===== config.mk =====
export PLATFORM = sky130hd
export DESIGN_NAME = ansi_sgr_color_parser_unit
export DESIGN_NICKNAME = d
export VERILOG_FILES = /design/src/design/asgr_pkg.sv /design/src/design/asgr_param_ram.sv /design/src/design/asgr_ctrl.sv /design/src/design/ansi_sgr_color_parser_unit.sv
export SDC_FILE = /design/constraint.sdc
export NUM_CORES = 1
export LEC_CHECK = 0
export BUFFER_PORTS_ARGS = -buffer_cell sky130_fd_sc_hd__buf_2
export CORE_MARGIN = 2
export CORE_UTILIZATION = 58
export CTS_BUF_LIST = sky130_fd_sc_hd__clkbuf_8
export DETAILED_ROUTE_END_ITERATION = 10
export GPL_TIMING_DRIVEN = 0
export HOLD_SLACK_MARGIN = 0.08
export PLACE_DENSITY_LB_ADDON = 0.1
export SYNTH_ARGS = -nofsm -noshare
export SYNTH_HDL_FRONTEND = slang
export SYNTH_SLANG_ARGS = --single-unit

===== constraint.sdc =====
create_clock -name clock -period 2.8 [get_ports clock]
set_clock_uncertainty 0.15 [all_clocks]
set_input_delay 0.28 -clock clock [delete_from_list [all_inputs] [get_ports clock]]
set_output_delay 0.28 -clock clock [all_outputs]
set_load 0.1 [all_outputs]

===== src/design/asgr_pkg.sv =====
// Package for the SGR color parser: state codes, character constants,
// structs between the control and the parameter RAM, and the SGR decode function.
// No dependencies.
`default_nettype none

package asgr_pkg;

   // parameter RAM sizing
   localparam int MAX_PARAMS = 16;
   localparam int PARAM_AW   = (MAX_PARAMS > 1) ? $clog2(MAX_PARAMS) : 1;
   localparam int COUNT_W    = $clog2(MAX_PARAMS + 1);

   // character codes
   localparam logic [7:0] CH_NUL   = 8'h00;
   localparam logic [7:0] CH_ESC   = 8'h1B;
   localparam logic [7:0] CH_LBRK  = 8'h5B;
   localparam logic [7:0] CH_SEMI  = 8'h3B;
   localparam logic [7:0] CH_TERM  = 8'h6D;
   localparam logic [7:0] CH_DIG0  = 8'h30;
   localparam logic [7:0] CH_DIG9  = 8'h39;

   // SGR codes
   localparam logic [7:0] SGR_RESET    = 8'd0;
   localparam logic [7:0] SGR_FG_LO    = 8'd30;
   localparam logic [7:0] SGR_FG_HI    = 8'd37;
   localparam logic [7:0] SGR_FG_DEF   = 8'd39;
   localparam logic [7:0] SGR_BG_LO    = 8'd40;
   localparam logic [7:0] SGR_BG_HI    = 8'd47;
   localparam logic [7:0] SGR_BG_DEF   = 8'd49;
   localparam logic [7:0] SGR_FGB_LO   = 8'd90;
   localparam logic [7:0] SGR_FGB_HI   = 8'd97;
   localparam logic [7:0] SGR_BGB_LO   = 8'd100;
   localparam logic [7:0] SGR_BGB_HI   = 8'd107;
   localparam logic [7:0] NUM_SAT      = 8'd255;

   localparam logic [3:0] FG_DEFAULT = 4'd7;
   localparam logic [3:0] BG_DEFAULT = 4'd0;

   typedef enum logic [1:0] {
      ST_TEXT = 2'd0,
      ST_ESC  = 2'd1,
      ST_SEQ  = 2'd2,
      ST_WALK = 2'd3
   } parse_state_type;

   // packs as the attribute byte: bg high nibble, fg low nibble
   typedef struct packed {
      logic [3:0] bg;
      logic [3:0] fg;
   } color_type;

   typedef struct packed {
      logic                we;
      logic [PARAM_AW-1:0] addr;
      logic [7:0]          data;
   } ram_wr_type;

   typedef struct packed {
      logic                en;
      logic [PARAM_AW-1:0] addr;
   } ram_rd_type;

   typedef struct packed {
      logic       valid;
      color_type  attr;
      logic [7:0] ch;
   } out_item_type;

   function automatic color_type sgr_apply(input logic [7:0] p, input color_type cur);
      color_type nxt;
      nxt = cur;
      if (p >= SGR_FG_LO && p <= SGR_FG_HI) begin
         nxt.fg = 4'(p - SGR_FG_LO);
      end else if (p >= SGR_BG_LO && p <= SGR_BG_HI) begin
         nxt.bg = 4'(p - SGR_BG_LO);
      end else if (p >= SGR_FGB_LO && p <= SGR_FGB_HI) begin
         nxt.fg = 4'(p - SGR_FGB_LO + 8'd8);
      end else if (p >= SGR_BGB_LO && p <= SGR_BGB_HI) begin
         nxt.bg = 4'(p - SGR_BGB_LO + 8'd8);
      end else if (p == SGR_RESET) begin
         nxt.fg = FG_DEFAULT;
         nxt.bg = BG_DEFAULT;
      end else if (p == SGR_FG_DEF) begin
         nxt.fg = FG_DEFAULT;
      end else if (p == SGR_BG_DEF) begin
         nxt.bg = BG_DEFAULT;
      end
      return nxt;
   endfunction

endpackage

`default_nettype wire


===== src/design/asgr_param_ram.sv =====
// Parameter store: single-write, single-read synchronous RAM with a registered read port.
// Depends on asgr_pkg.
`default_nettype none

module asgr_param_ram (
   input  wire logic                        clock,
   input  wire asgr_pkg::ram_wr_type        wr,
   input  wire asgr_pkg::ram_rd_type        rd,
   output logic [7:0]                       rd_data
);
   import asgr_pkg::*;

   logic [7:0] mem [MAX_PARAMS];
   logic [7:0] rd_data_ff;

   always_ff @(posedge clock) begin
      if (wr.we) begin
         mem[wr.addr] <= wr.data;
      end
      if (rd.en) begin
         rd_data_ff <= mem[rd.addr];
      end
   end

   assign rd_data = rd_data_ff;

endmodule

`default_nettype wire


===== src/design/asgr_ctrl.sv =====
// Parse sequencer: escape state machine, number builder, parameter writes,
// and the walk that reads stored parameters back and updates the colors.
// Depends on asgr_pkg.
`default_nettype none

module asgr_ctrl (
   input  wire logic                   clock,
   input  wire logic                   reset,
   input  wire logic                   accept,
   input  wire logic [7:0]             in_byte,
   output logic                        ready,
   output asgr_pkg::out_item_type      emit,
   output asgr_pkg::ram_wr_type        ram_wr,
   output asgr_pkg::ram_rd_type        ram_rd,
   input  wire logic [7:0]             ram_rd_data
);
   import asgr_pkg::*;

   parse_state_type     state_ff, state_in;
   logic [7:0]          number_ff, number_in;
   logic [COUNT_W-1:0]  total_ff, total_in;
   logic [COUNT_W-1:0]  rd_idx_ff, rd_idx_in;
   logic                pending_ff, pending_in;
   color_type           color_ff, color_in;

   logic                byte_live;
   logic [11:0]         num_next;

   always_ff @(posedge clock) begin
      if (reset) begin
         state_ff    <= ST_TEXT;
         number_ff   <= '0;
         total_ff    <= '0;
         rd_idx_ff   <= '0;
         pending_ff  <= 1'b0;
         color_ff.fg <= FG_DEFAULT;
         color_ff.bg <= BG_DEFAULT;
      end else begin
         state_ff   <= state_in;
         number_ff  <= number_in;
         total_ff   <= total_in;
         rd_idx_ff  <= rd_idx_in;
         pending_ff <= pending_in;
         color_ff   <= color_in;
      end
   end

   // n*10 + digit, at most 2559
   assign num_next  = ({4'd0, number_ff} << 3) + ({4'd0, number_ff} << 1)
                    + {8'd0, 4'(in_byte - CH_DIG0)};
   assign byte_live = accept && (in_byte != CH_NUL);

   always_comb begin
      state_in    = state_ff;
      number_in   = number_ff;
      total_in    = total_ff;
      rd_idx_in   = rd_idx_ff;
      pending_in  = 1'b0;
      color_in    = color_ff;
      ram_wr.we   = 1'b0;
      ram_wr.addr = total_ff[PARAM_AW-1:0];
      ram_wr.data = number_ff;
      ram_rd.en   = 1'b0;
      ram_rd.addr = rd_idx_ff[PARAM_AW-1:0];
      emit.valid  = 1'b0;
      emit.ch     = in_byte;
      emit.attr   = color_ff;
      ready       = (state_ff != ST_WALK);

      // read data from the previous walk cycle lands here
      if (pending_ff) begin
         color_in = sgr_apply(ram_rd_data, color_ff);
      end

      case (state_ff)
         ST_TEXT: begin
            if (byte_live) begin
               if (in_byte == CH_ESC) begin
                  state_in  = ST_ESC;
                  number_in = '0;
                  total_in  = '0;
               end else begin
                  emit.valid = 1'b1;
               end
            end
         end
         ST_ESC: begin
            if (byte_live) begin
               state_in = (in_byte == CH_LBRK) ? ST_SEQ : ST_TEXT;
            end
         end
         ST_SEQ: begin
            if (byte_live) begin
               if (in_byte inside {[CH_DIG0:CH_DIG9]}) begin
                  number_in = (num_next > {4'd0, NUM_SAT}) ? NUM_SAT : num_next[7:0];
               end else if (in_byte == CH_SEMI || in_byte == CH_TERM) begin
                  if (total_ff < COUNT_W'(MAX_PARAMS)) begin
                     ram_wr.we = 1'b1;
                     total_in  = total_ff + 1'b1;
                  end
                  number_in = '0;
                  if (in_byte == CH_TERM) begin
                     state_in  = ST_WALK;
                     rd_idx_in = '0;
                  end
               end else begin
                  state_in  = ST_TEXT;
                  number_in = '0;
                  total_in  = '0;
               end
            end
         end
         ST_WALK: begin
            if (rd_idx_ff < total_ff) begin
               ram_rd.en  = 1'b1;
               rd_idx_in  = rd_idx_ff + 1'b1;
               pending_in = 1'b1;
            end else begin
               state_in = ST_TEXT;
               total_in = '0;
            end
         end
         default: begin
            state_in = ST_TEXT;
         end
      endcase
   end

endmodule

`default_nettype wire


===== src/design/ansi_sgr_color_parser_unit.sv =====
// Top level of the ANSI SGR color parser: stream ports, output item register,
// parse sequencer and parameter RAM. Depends on asgr_pkg, asgr_ctrl, asgr_param_ram.
`default_nettype none

// Text bytes enter on req_ and text bytes leave on rsp_ with the color
// attribute that was current when the byte arrived. ESC '[' opens an SGR
// sequence; its bytes, NUL bytes and aborted sequences produce no item.
// Ordinary bytes are taken one per cycle while rsp_ does not stall; an
// output register decouples the sides, so a byte is accepted while the
// previous item is being taken. After the 'm' terminator, req_tready is held
// low while the stored parameters (1 to 16) are read back one per cycle from
// the single-port-read parameter RAM and applied in order, each read's data
// passing the RAM's registered read port. The parameter RAM needs no
// clearing; only entries written in the current sequence are read.
module ansi_sgr_color_parser_unit (
   input  wire logic        clock,
   input  wire logic        reset,
   input  wire logic        req_tvalid,
   output logic             req_tready,
   input  wire logic [7:0]  req_tdata,   // [7:0] in_byte
   output logic             rsp_tvalid,
   input  wire logic        rsp_tready,
   output logic [15:0]      rsp_tdata    // [7:0] out_char, [15:8] out_attribute
);
   import asgr_pkg::*;

   logic          ctrl_ready;
   logic          req_accept;
   out_item_type  emit;
   ram_wr_type    ram_wr;
   ram_rd_type    ram_rd;
   logic [7:0]    ram_rd_data;

   logic          rsp_valid_ff, rsp_valid_in;
   logic [15:0]   rsp_data_ff, rsp_data_in;

   // stall on the walk, or when the output register is full and not draining
   assign req_tready = ctrl_ready && (!rsp_valid_ff || rsp_tready);
   assign req_accept = req_tvalid && req_tready;

   asgr_ctrl u_ctrl (
      .clock       (clock),
      .reset       (reset),
      .accept      (req_accept),
      .in_byte     (req_tdata),
      .ready       (ctrl_ready),
      .emit        (emit),
      .ram_wr      (ram_wr),
      .ram_rd      (ram_rd),
      .ram_rd_data (ram_rd_data)
   );

   asgr_param_ram u_param_ram (
      .clock   (clock),
      .wr      (ram_wr),
      .rd      (ram_rd),
      .rd_data (ram_rd_data)
   );

   // output item register
   always_comb begin
      rsp_valid_in = rsp_valid_ff;
      rsp_data_in  = rsp_data_ff;
      if (emit.valid) begin
         rsp_valid_in = 1'b1;
         rsp_data_in  = {emit.attr, emit.ch};
      end else if (rsp_tready) begin
         rsp_valid_in = 1'b0;
      end
   end

   always_ff @(posedge clock) begin
      if (reset) begin
         rsp_valid_ff <= 1'b0;
      end else begin
         rsp_valid_ff <= rsp_valid_in;
      end
      rsp_data_ff <= rsp_data_in;
   end

   assign rsp_tvalid = rsp_valid_ff;
   assign rsp_tdata  = rsp_data_ff;

   // no parameter is written while stored ones are walked
   a_no_write_in_walk: assert property (@(posedge clock) disable iff (reset)
      !ctrl_ready |-> !ram_wr.we)
      else $error("parameter write during walk");

   // the RAM is read only during the walk
   a_read_only_in_walk: assert property (@(posedge clock) disable iff (reset)
      ram_rd.en |-> !ctrl_ready)
      else $error("parameter read outside walk");

   // an item is only produced by an accepted byte
   a_emit_needs_accept: assert property (@(posedge clock) disable iff (reset)
      emit.valid |-> req_accept)
      else $error("item produced without accepted byte");

   // a produced item appears on the output in the next cycle
   a_emit_lands: assert property (@(posedge clock) disable iff (reset)
      emit.valid |=> rsp_tvalid)
      else $error("produced item lost");

endmodule

`default_nettype wire

======== Word-level counts from Yosys, hierarchy flattened ========
Memory sizes are Yosys's and may differ from the RTL's. A register that Yosys moved wholly into a read port is not among the register bits.
Cells that the tools add are included.
operators by class
  add/subtract/negate cells ............... 11
  magnitude comparators ................... 13
  equal/unequal tests ..................... 25
  muxes and demuxes ....................... 55
  bitwise gates (word level) .............. 1
  reductions and logical operators ........ 26
operators by type and width
  operator                                                                              number
  5-bit 2-to-1 mux                                                                      12
  8-bit 2-to-1 mux                                                                      6
  4-bit 2-to-1 mux                                                                      10
  8-bit by 6-bit == test with 1-bit output (second input constant)                      3
  8-bit by 6-bit less-or-equal comparator with 1-bit output (second input constant)     3
  2-bit 2-to-1 mux                                                                      9
  2-bit by 1-bit != test with 1-bit output (second input constant)                      9
  8-bit by 7-bit == test with 1-bit output (second input constant)                      2
  8-bit by 6-bit greater-or-equal comparator with 1-bit output (second input constant)  2
  8-bit by 7-bit greater-or-equal comparator with 1-bit output (second input constant)  2
  8-bit by 7-bit less-or-equal comparator with 1-bit output (second input constant)     2
  8-bit one-hot mux with 2 select lines                                                 1
  5-bit one-hot mux with 3 select lines                                                 1
  1-bit 2-to-1 mux                                                                      14
  7-bit AND reduction                                                                   2
  11-bit by 9-bit adder with 12-bit output                                              1
  12-bit by 4-bit adder with 12-bit output                                              1
  12-bit by 8-bit greater-than comparator with 1-bit output (second input constant)     1
  4-bit subtractor (second input constant)                                              3
  5-bit by 1-bit adder with 5-bit output (second input constant)                        2
  5-bit one-hot mux with 2 select lines                                                 1
  4-bit adder (second input constant)                                                   2
  8-bit by 5-bit == test with 1-bit output (second input constant)                      1
  8-bit by 5-bit greater-or-equal comparator with 1-bit output (second input constant)  1
  25 further kinds                                                                      40
storage, ports and cells
  flip-flop bits (word level) ............. 46
  memory bits (writable) .................. 128
  bits of input ports ..................... 12
  output and inout bits ................... 18
  word-level logic and storage cells ...... 141
  memories ................................ 1
memories
  name             words  bits a word  rd ports  clocked after Yosys merged registers in  write ports  RTL line              RTL
  u_param_ram.mem  16     8            1         1                                        1            asgr_param_ram.sv:13  logic [7:0] mem [MAX_PARAMS];

======== Logic depth before layout (Yosys ltp) ========
Gate-level depths: netlist (run 1).
  word-level depth ........................ 9
  mapped depth ............................ 10
  depth with buffers taken out ............ 9

======== By module ========
From an unflattened synthesis (run 1), not the netlist that was laid out.
second synthesis, totals
  cells, all modules ...................... 558
  area total of the unflattened synthesis .. 8,291.7 sq um
modules (own cells, without submodules)
  module                      times used  cells an instance  area each (sq um)  sequential area each (sq um)
  asgr_param_ram              1           229                5,227.5            4,083.9
  asgr_ctrl                   1           307                2,528.7            580.6
  ansi_sgr_color_parser_unit  1           22                 535.5              500.5

======== Least setup slack after synthesis (run 1) ========
No wires, ideal clock.
  path type ............................... flip-flop to flip-flop
  from .................................... register u_ctrl.number_ff[0]
  to ...................................... register u_ctrl.number_ff[7]
  setup time .............................. 0.145 ns
  arrival ................................. 2.801 ns
  data required time ...................... 2.505 ns
  setup slack ............................. -0.295 ns
  cell stages (with the launch flop) ...... 9
  path buffers ............................ 0
  clock period less this slack ............ 3.095 ns
  cells stage by stage .................... dfxtp_1 fa_1 fa_1 a211oi_1 o21bai_2 o21ai_1 nand2_1 a2111oi_4 a221oi_1
on the way
  cells in the longest elaborated chain, start to end .. 7
ends and longest elaborated chain
  item                                                       RTL line         RTL
  start, declared                                            asgr_ctrl.sv:20  logic [7:0] number_ff, number_in;
  start signal, assigned                                     asgr_ctrl.sv:40  number_ff <= number_in;
  11-bit by 9-bit adder with 12-bit output *                 asgr_ctrl.sv:49  assign num_next = ({4'd0, number_ff} << 3) + ({4'd0, number_ff} << 1)
  12-bit by 4-bit adder with 12-bit output *                 asgr_ctrl.sv:50  + {8'd0, 4'(in_byte - CH_DIG0)};
  12-bit by 8-bit greater-than comparator with 1-bit output  asgr_ctrl.sv:95  number_in = (num_next > {4'd0, NUM_SAT}) ? NUM_SAT : num_next[7:0];
  8-bit 2-to-1 mux *                                         asgr_ctrl.sv:95
  8-bit 2-to-1 mux *                                         asgr_ctrl.sv:94  if (in_byte inside {[CH_DIG0:CH_DIG9]}) begin
  8-bit 2-to-1 mux *                                         asgr_ctrl.sv:93  if (byte_live) begin
  8-bit one-hot mux with 2 select lines *                    asgr_ctrl.sv:75  case (state_ff)
Every way passes the cells marked *; elsewhere a longest branch is shown, timed or not. The select of a mux whose other input is x is not followed.
A chain may end at the register's enable or synchronous reset.

======== Worst setup path in the final report (run 1) ========
Ends and elaborated chain as after synthesis.

==> flow_summary.yaml, run 1 <==
pwr:
  intPower_uw: 3960
  pwr-share-clk_pct: 38.2
  power_leakage_uw: 0.00325
  irDropWorstVdd_uv: 388
  p_seq_share_pct: 56.4
  p_sw_share_pct: 23.4
  switchingPower_uw: 1210
  power_density_nw_per_um2: 543
  p_comb_share_pct: 5.5
worst_setup_path:
  crit_top_cell: "fa_2"
  reg2reg_to: "u_ctrl.number_ff[7]"
  critPathCaptureType: "flip-flop"
  reg2regPathDepth: 9
  crit_type: "reg2reg"
  crit_arrival_ns: 2.99
  max_stage_delay_ns: 0.55
  worst_setup_path_start_kind: "flip-flop"
  regToRegSetupSlack_ns: -0.03
  crit_chain: "fa_2, fa_2, a211oi_2, o21bai_2, o21ai_2, or4b_4, a2111oi_4, buf_6, a221oi_2"
  slowest_stage: "fa_2"
  required_ns: 2.96
  crit_fanout: 8
  regToRegStartpoint: "u_ctrl.number_ff[0]"
sta:
  slew_violations: 0
  tns_ns: -0.128
  worst_pin_slew_ns: 0.762
  setup_viol: 8
  maxSlewHeadroom_pct: 49.2
  fin_crit_sh_pct: 101
  finalCriticalPeriod_ns: 2.83
  hold_slack_ns: 0.129
  hold_viol: 0
  rsz0062_at_grt: "yes"
  worst_slack_ns: -0.0256
  fmax_ghz: 0.354
synth:
  yosys.area_share.simple_pct: 8.54
  synthTopCellsByArea: "edfxtp_1 (56%), mux4_2 (11%), dfxtp_1 (7.4%), ha_1 (4.9%), nor2_1 (1.4%)"
  synth_area_per_cell_um2: 15.6
  synth-compound-area-share_pct: 8.20
  synthesis.area_um2: 8100
  ys_ff_latch: 182
  ys_seq_area_share_pct: 63.7
  netlist.area_leader.share_pct: 56.3
  yosysWarnings: 0
  synth_cell_types: 67
  async_reset_ff_share_pct: 0
  yosysTopAreaCell: "edfxtp_1"
  synth_edf_count: 152
  synth_fp_nets: 567
  synthFlopType: "edfxtp_1"
  synth_fa_ha_area_share_pct: 5.43
  synth_top_family_by_area: "multiplexers"
  synth_cells: 521
  synthXorXnorAreaFrac_pct: 0.324
  synthMuxAreaShare_pct: 11.7
clocking:
  cts.sinks: 182
  ctsLongestPathBuffers: 2
  cts_tree: "yes"
  clkLatencyLatePin_ns: 0.46
  root_buffer: "clkbuf_8"
  ctsHtreeMaxLevel: 4
  cts_buffers: 17
  cts.reportedPaths.clkPinSlew_ns: 0.10
route:
  drt_wl_total_mm: 17.7
  wl_per_cell_um: 22.4
  ant_nets: 0
  route.detailed.drc: 0
  num_vias: 4937
  viasPerCell: 6.23
  drtIter0Drc: 449
  drt_first_pass_iters: 5
global_routing:
  track_usage_pct: 25.5
  grt_pass1_wl_mm: 27.2
  antenna_found_initial: 0
  gr-total-overflow: 0
  grt_max_degree: 21
  grt_pass1_vias: 4893
cells_and_area:
  final_common_cell: "edfxtp_1"
  multi_input_area_um2: 3020
  fillers: 942
  area_delta_synth_final_pct: 17.6
  most-common-layout-cells: "edfxtp_1 (152), mux4_2 (40), buf_2 (33), ha_1 (30), nand2_1 (26)"
  drive_above_1_share_pct: 30.4
  antennaDiodeCount: 0
  final_area_um2: 9530
  fin_util_pct: 69.2
  nets: 645
  regArea_um2: 5200
placed_design:
  gp_congestion: 0.841
  io_buffers: 29
  place_ws_ns: -0.551
  dp_hpwl_mm: 11.2
  place_area_um2: 8510
floorplanning:
  boundaryPins: 30
  num_rows: 43
  fp.coreArea_um2: 13800
  die_height_um: 122
  die_w_um: 122
  die-area_um2: 14900
  initial_core_util_pct: 58.8
hold_path:
  min_path_type: "in2reg"
  hold_depth: 3
  min_to: "u_ctrl.emit[10]"
  hp-start: "reset"
outcome:
  outcome: "finished with violations"
  violations: "negative setup slack"
run:
  cap_violations: 0
==> through the flow <==
step / instances / power [uW]
after floorplan: 521 / 3200
after global placement: 730 / 3240
after detailed placement: 730 / 3250
after CTS: 783 / 5190
after global routing: 792 / 5300
final: 792 / 5170
==> timing repair <==
| item | 4_1_cts | 5_1_grt |
|---|---|---|
| pin swaps | 6 | 12 |
| setup endpoints to repair | 148 | 140 |
| hold buffers | 9 | 0 |
| endpoints found under the hold margin | 11 | 0 |
| resized for setup | 38 | 34 |
| buffers inserted | 14 | 9 |
| cloned | 0 | 0 |
==> cells in the mapped netlist, drive strengths merged (4+ instances only) <==
| cell | number |
|---|---|
| ha | 32 |
| a211oi | 5 |
| dfxtp | 30 |
| a21oi | 17 |
| nand3b | 4 |
| mux2i | 5 |
| edfxtp | 152 |
| nand2b | 6 |
| clkbuf | 13 |
| and3 | 4 |
| nor3 | 14 |
| buf | 8 |
| nor2b | 6 |
| and2 | 5 |
| nor2 | 30 |
| a31oi | 5 |
| a221oi | 11 |
| mux4 | 40 |
| nand3 | 12 |
| inv | 17 |
| nand4 | 6 |
| o21ai | 12 |
| o211ai | 5 |
| nand2 | 27 |
==> how the worst max path moves through the flow <==
stage,from,end,slack (ns),cells past startpoint
6_report,u_ctrl.number_ff[0],u_ctrl.number_ff[7],-0.03,9
3_5_place_dp,u_ctrl.number_ff[6],u_ctrl.number_ff[7],-0.55,7
2_1_floorplan,u_ctrl.number_ff[0],u_ctrl.number_ff[7],-0.11,8
5_1_grt,u_ctrl.number_ff[0],u_ctrl.number_ff[7],-0.13,9
3_3_place_gp,u_ctrl.number_ff[6],u_ctrl.number_ff[7],-0.47,7
4_1_cts,u_ctrl.state_ff[0],u_param_ram.mem[2][5],-0.08,7
==> power by group through the flow <==
stage | sequential (uW) | combinational, uW | clock [uW]
2_1_floorplan | 3130 | 69.1 | 0
3_3_place_gp | 2980 | 259 | 0
3_5_place_dp | 2990 | 262 | 0
4_1_cts | 2920 | 276 | 2000
5_1_grt | 2920 | 295 | 2090
6_report | 2910 | 282 | 1970
==> per-layer routing <==
metal | share of wire [%] | GRT usage (%)
met5 | 0 | 0
met4 | 0.96 | 7.33
met3 | 5.8 | 5.95
met2 | 51 | 40.8
met1 | 43 | 35.4
==> worst max-delay path: cells and delay by family (launching register included) <==
family / cells / cell delay (ns)
AO/OA/AOI/OAI: 5 / 0.70
adder cells (fa/ha/maj): 2 / 0.76
buffers and inverters: 1 / 0.19
flip-flops: 1 / 0.37
AND/OR/NAND/NOR: 1 / 0.50
==> state kept, by name, summed over array words and instances, names as in the netlist <==
register and cells:
u_param_ram.mem 128, rsp_tdata 16, u_ctrl.emit 8, u_ctrl.number_ff 8
u_param_ram.rd_data 8, u_ctrl.rd_idx_ff 5, u_ctrl.total_ff 5, u_ctrl.state_ff 2
rsp_tvalid 1, u_ctrl.pending_ff 1
==> final cells by class <==
| type | instances | area share (%) |
|---|---|---|
| well taps | 180 | 2.36 |
| multi-input cells | 299 | 31.7 |
| repair buffers | 61 | 4.85 |
| plain buffers | 19 | 0.959 |
| flip-flops and latches | 182 | 54.6 |
| clock buffers | 17 | 2.46 |
| clock inverters | 15 | 2.29 |
| inverters | 19 | 0.775 |
==> kinds of logic after synthesis <==
logic type      count (synthesis)
compound gates                 87
xor+xnor                        3
fa+ha+maj                      34
buf+inv                        40
flops                         182
mux                            45
simple gates                  130
No activity file was read; power rests on OpenSTA's default activity.
==> run 2, diff against run 1 <==
--- a/config.mk
+++ b/config.mk
@@ -5,11 +5,11 @@
 export SDC_FILE = /design/constraint.sdc
 export NUM_CORES = 1
 export LEC_CHECK = 0
-export BUFFER_PORTS_ARGS = -buffer_cell sky130_fd_sc_hd__buf_2
 export CORE_MARGIN = 2
-export CORE_UTILIZATION = 58
+export CORE_UTILIZATION = 60
 export CTS_BUF_LIST = sky130_fd_sc_hd__clkbuf_8
 export DETAILED_ROUTE_END_ITERATION = 10
+export DONT_BUFFER_PORTS = 1
 export GPL_TIMING_DRIVEN = 0
 export HOLD_SLACK_MARGIN = 0.08
 export PLACE_DENSITY_LB_ADDON = 0.1
==> run 2 against run 1 <==
Compared with the run above: the run still ends with negative setup slack left; via count is 2.7% lower; core utilization grew 1.1 points; sequential power is 5% higher; first-iteration DRC count up 11%; setup slack worse by 0.031 ns; sequential share of layout area up 1.4 points; non-clock buffer count is 32 lower; largest cell class unchanged.
==> flow_summary.yaml, run 2 (synthesis gave the netlist of run 1 again) <==
outcome:
  outcome: "finished with violations"
  violations: "negative setup slack"
global_routing:
  gr-total-overflow: 0
  grt_pass1_vias: 4768
  antenna_found_initial: 0
  track_usage_pct: 24.4
  grt_max_degree: 22
  grt_pass1_wl_mm: 26.0
worst_setup_path:
  crit_buf_inv: 1
  required_ns: 2.97
  worst_setup_path_start_kind: "flip-flop"
  critical_path.top_delay_family: "adder cells"
  reg2regPathDepth: 9
  slowest_stage: "fa_1"
  crit_fanout: 8
  reg2reg_to: "u_ctrl.number_ff[7]"
  crit_arrival_ns: 3.02
  max_stage_delay_ns: 0.55
  crit_type: "reg2reg"
  critPathCaptureType: "flip-flop"
  crit_chain: "fa_1, fa_2, a211oi_2, o21bai_2, o21ai_2, or4b_4, a2111oi_4, buf_6, a221oi_1"
  regToRegSetupSlack_ns: -0.06
  regToRegStartpoint: "u_ctrl.number_ff[0]"
route:
  route.detailed.drc: 0
  drt_first_pass_iters: 5
  drtIter0Drc: 499
  ant_nets: 0
  num_vias: 4806
  wl_per_cell_um: 22.1
  drt_wl_total_mm: 16.7
  viasPerCell: 6.36
sta:
  fin_crit_sh_pct: 102
  worst_pin_slew_ns: 0.965
  maxSlewHeadroom_pct: 36.1
  slew_violations: 0
  hold_viol: 0
  hold_slack_ns: 0.123
  worst_slack_ns: -0.0561
  tns_ns: -0.375
  setup_viol: 8
  finalCriticalPeriod_ns: 2.86
  rsz0062_at_grt: "yes"
  fmax_ghz: 0.350
pwr:
  irDropWorstVdd_uv: 461
  switchingPower_uw: 1120
  totalPowerFinal_uw: 5110
  p_comb_share_pct: 2.1
  power_leakage_uw: 0.00314
  p_seq_share_pct: 59.9
  pwr-share-clk_pct: 38.0
  p_sw_share_pct: 21.9
  power_density_nw_per_um2: 550
  intPower_uw: 3990
cells_and_area:
  nets: 613
  most-common-layout-cells: "edfxtp_1 (152), mux4_2 (40), ha_1 (30), nand2_1 (23), clkbuf_8 (20)"
  drive_above_1_share_pct: 25.3
  final_common_cell: "edfxtp_1"
  top_register: "u_param_ram.mem"
  largest_reg_flops: 128
  layoutNonFillerInstCount: 756
  fin_util_pct: 70.2
  fillers: 895
  antennaDiodeCount: 0
  area_delta_synth_final_pct: 14.7
floorplanning:
  die_height_um: 120
  die-area_um2: 14500
  num_rows: 42
  boundaryPins: 30
  die_w_um: 120
  fp.coreArea_um2: 13200
  initial_core_util_pct: 61.2
clocking:
  ctsHtreeMaxLevel: 4
  clkLatencyLatePin_ns: 0.46
  cts.sinks: 182
  cts.reportedPaths.clkPinSlew_ns: 0.09
  cts_buffers: 17
  cts_tree: "yes"
  root_buffer: "clkbuf_8"
  ctsLongestPathBuffers: 2
hold_path:
  min_to: "u_ctrl.number_ff[1]"
  min_path_type: "in2reg"
  hp-start: "req_tdata[1]"
  hold_depth: 3
placed_design:
  place_inst: 697
  io_buffers: 0
  gp_congestion: 0.835
  dp_hpwl_mm: 10.7
run:
  cap_violations: 0
## run 2: cell count changes in the layout (fill, tap and decap cells not counted), moves of 3 or more
cell,previous run,this run
a221oi_1,3,11
a221oi_2,8,0
buf_2,33,6
buf_4,19,13
clkbuf_8,17,20
inv_6,4,1
nand2_1,26,23
nand2_2,1,4
## run 2: metal layers
| metal | GRT usage, % | wire (um) |
|---|---|---|
| met1 | 32.5 | 6930 |
| met2 | 40.3 | 8450 |
| met3 | 5.71 | 1090 |
| met4 | 7.70 | 233 |
| met5 | 0 | 0 |
## run 2: per-stage QoR
step | cell area, um^2 | worst slack, ns
floorplan | 8140 | -0.107
global placement | 8360 | -0.475
detailed placement | 8360 | -0.569
CTS | 9260 | -0.0492
global route | 9300 | -0.130
finish | 9300 | -0.0561
## run 2: power groups by stage
stage | registers [uW] | clock network [uW] | logic [uW]
2_1_floorplan | 3130 | 0 | 69.1
5_1_grt | 3060 | 2060 | 118
3_3_place_gp | 3130 | 0 | 85.0
3_5_place_dp | 3130 | 0 | 87.4
6_report | 3060 | 1940 | 109
4_1_cts | 3060 | 1960 | 105
## run 2: repair_timing
| action | in CTS | in global routing |
|---|---|---|
| resized for setup | 44 | 17 |
| endpoints found under the setup margin | 148 | 154 |
| hold endpoints to repair | 19 | 0 |
| hold buffers | 10 | 0 |
| pin swaps | 8 | 3 |
| setup buffers | 19 | 1 |
## run 2: layout make-up
cell class              instances  area (um^2)  share of cell area [%]
well taps                     176          220                    2.37
inverters                      19         71.3                   0.767
plain buffers                  18         86.3                   0.928
clock inverters                12          175                    1.88
repair buffers                 30          299                    3.22
multi-input cells             299         2970                    31.9
flip-flops and latches        182         5200                    56.0
clock buffers                  20          275                    2.96
## run 2: worst max-delay path by stage
| stage | start | endpoint | cells after the start |
|---|---|---|---|
| finish | u_ctrl.number_ff[0] | u_ctrl.number_ff[7] | 9 |
| global route | u_ctrl.number_ff[0] | u_ctrl.number_ff[7] | 9 |
| CTS | u_ctrl.number_ff[0] | u_ctrl.number_ff[7] | 9 |
| detailed placement | u_ctrl.number_ff[6] | u_ctrl.number_ff[7] | 7 |
| global placement | u_ctrl.total_ff[2] | u_ctrl.total_ff[4] | 10 |
| floorplan | u_ctrl.number_ff[0] | u_ctrl.number_ff[7] | 8 |
## run 2: worst register-to-register path, cell delays in order, from the launching register on
cell and delay, ns:
dfxtp_4 0.36, fa_1 0.55, fa_2 0.22, a211oi_2 0.08, o21bai_2 0.20, o21ai_2 0.08, or4b_4 0.50, a2111oi_4 0.32
buf_6 0.18, a221oi_1 0.08
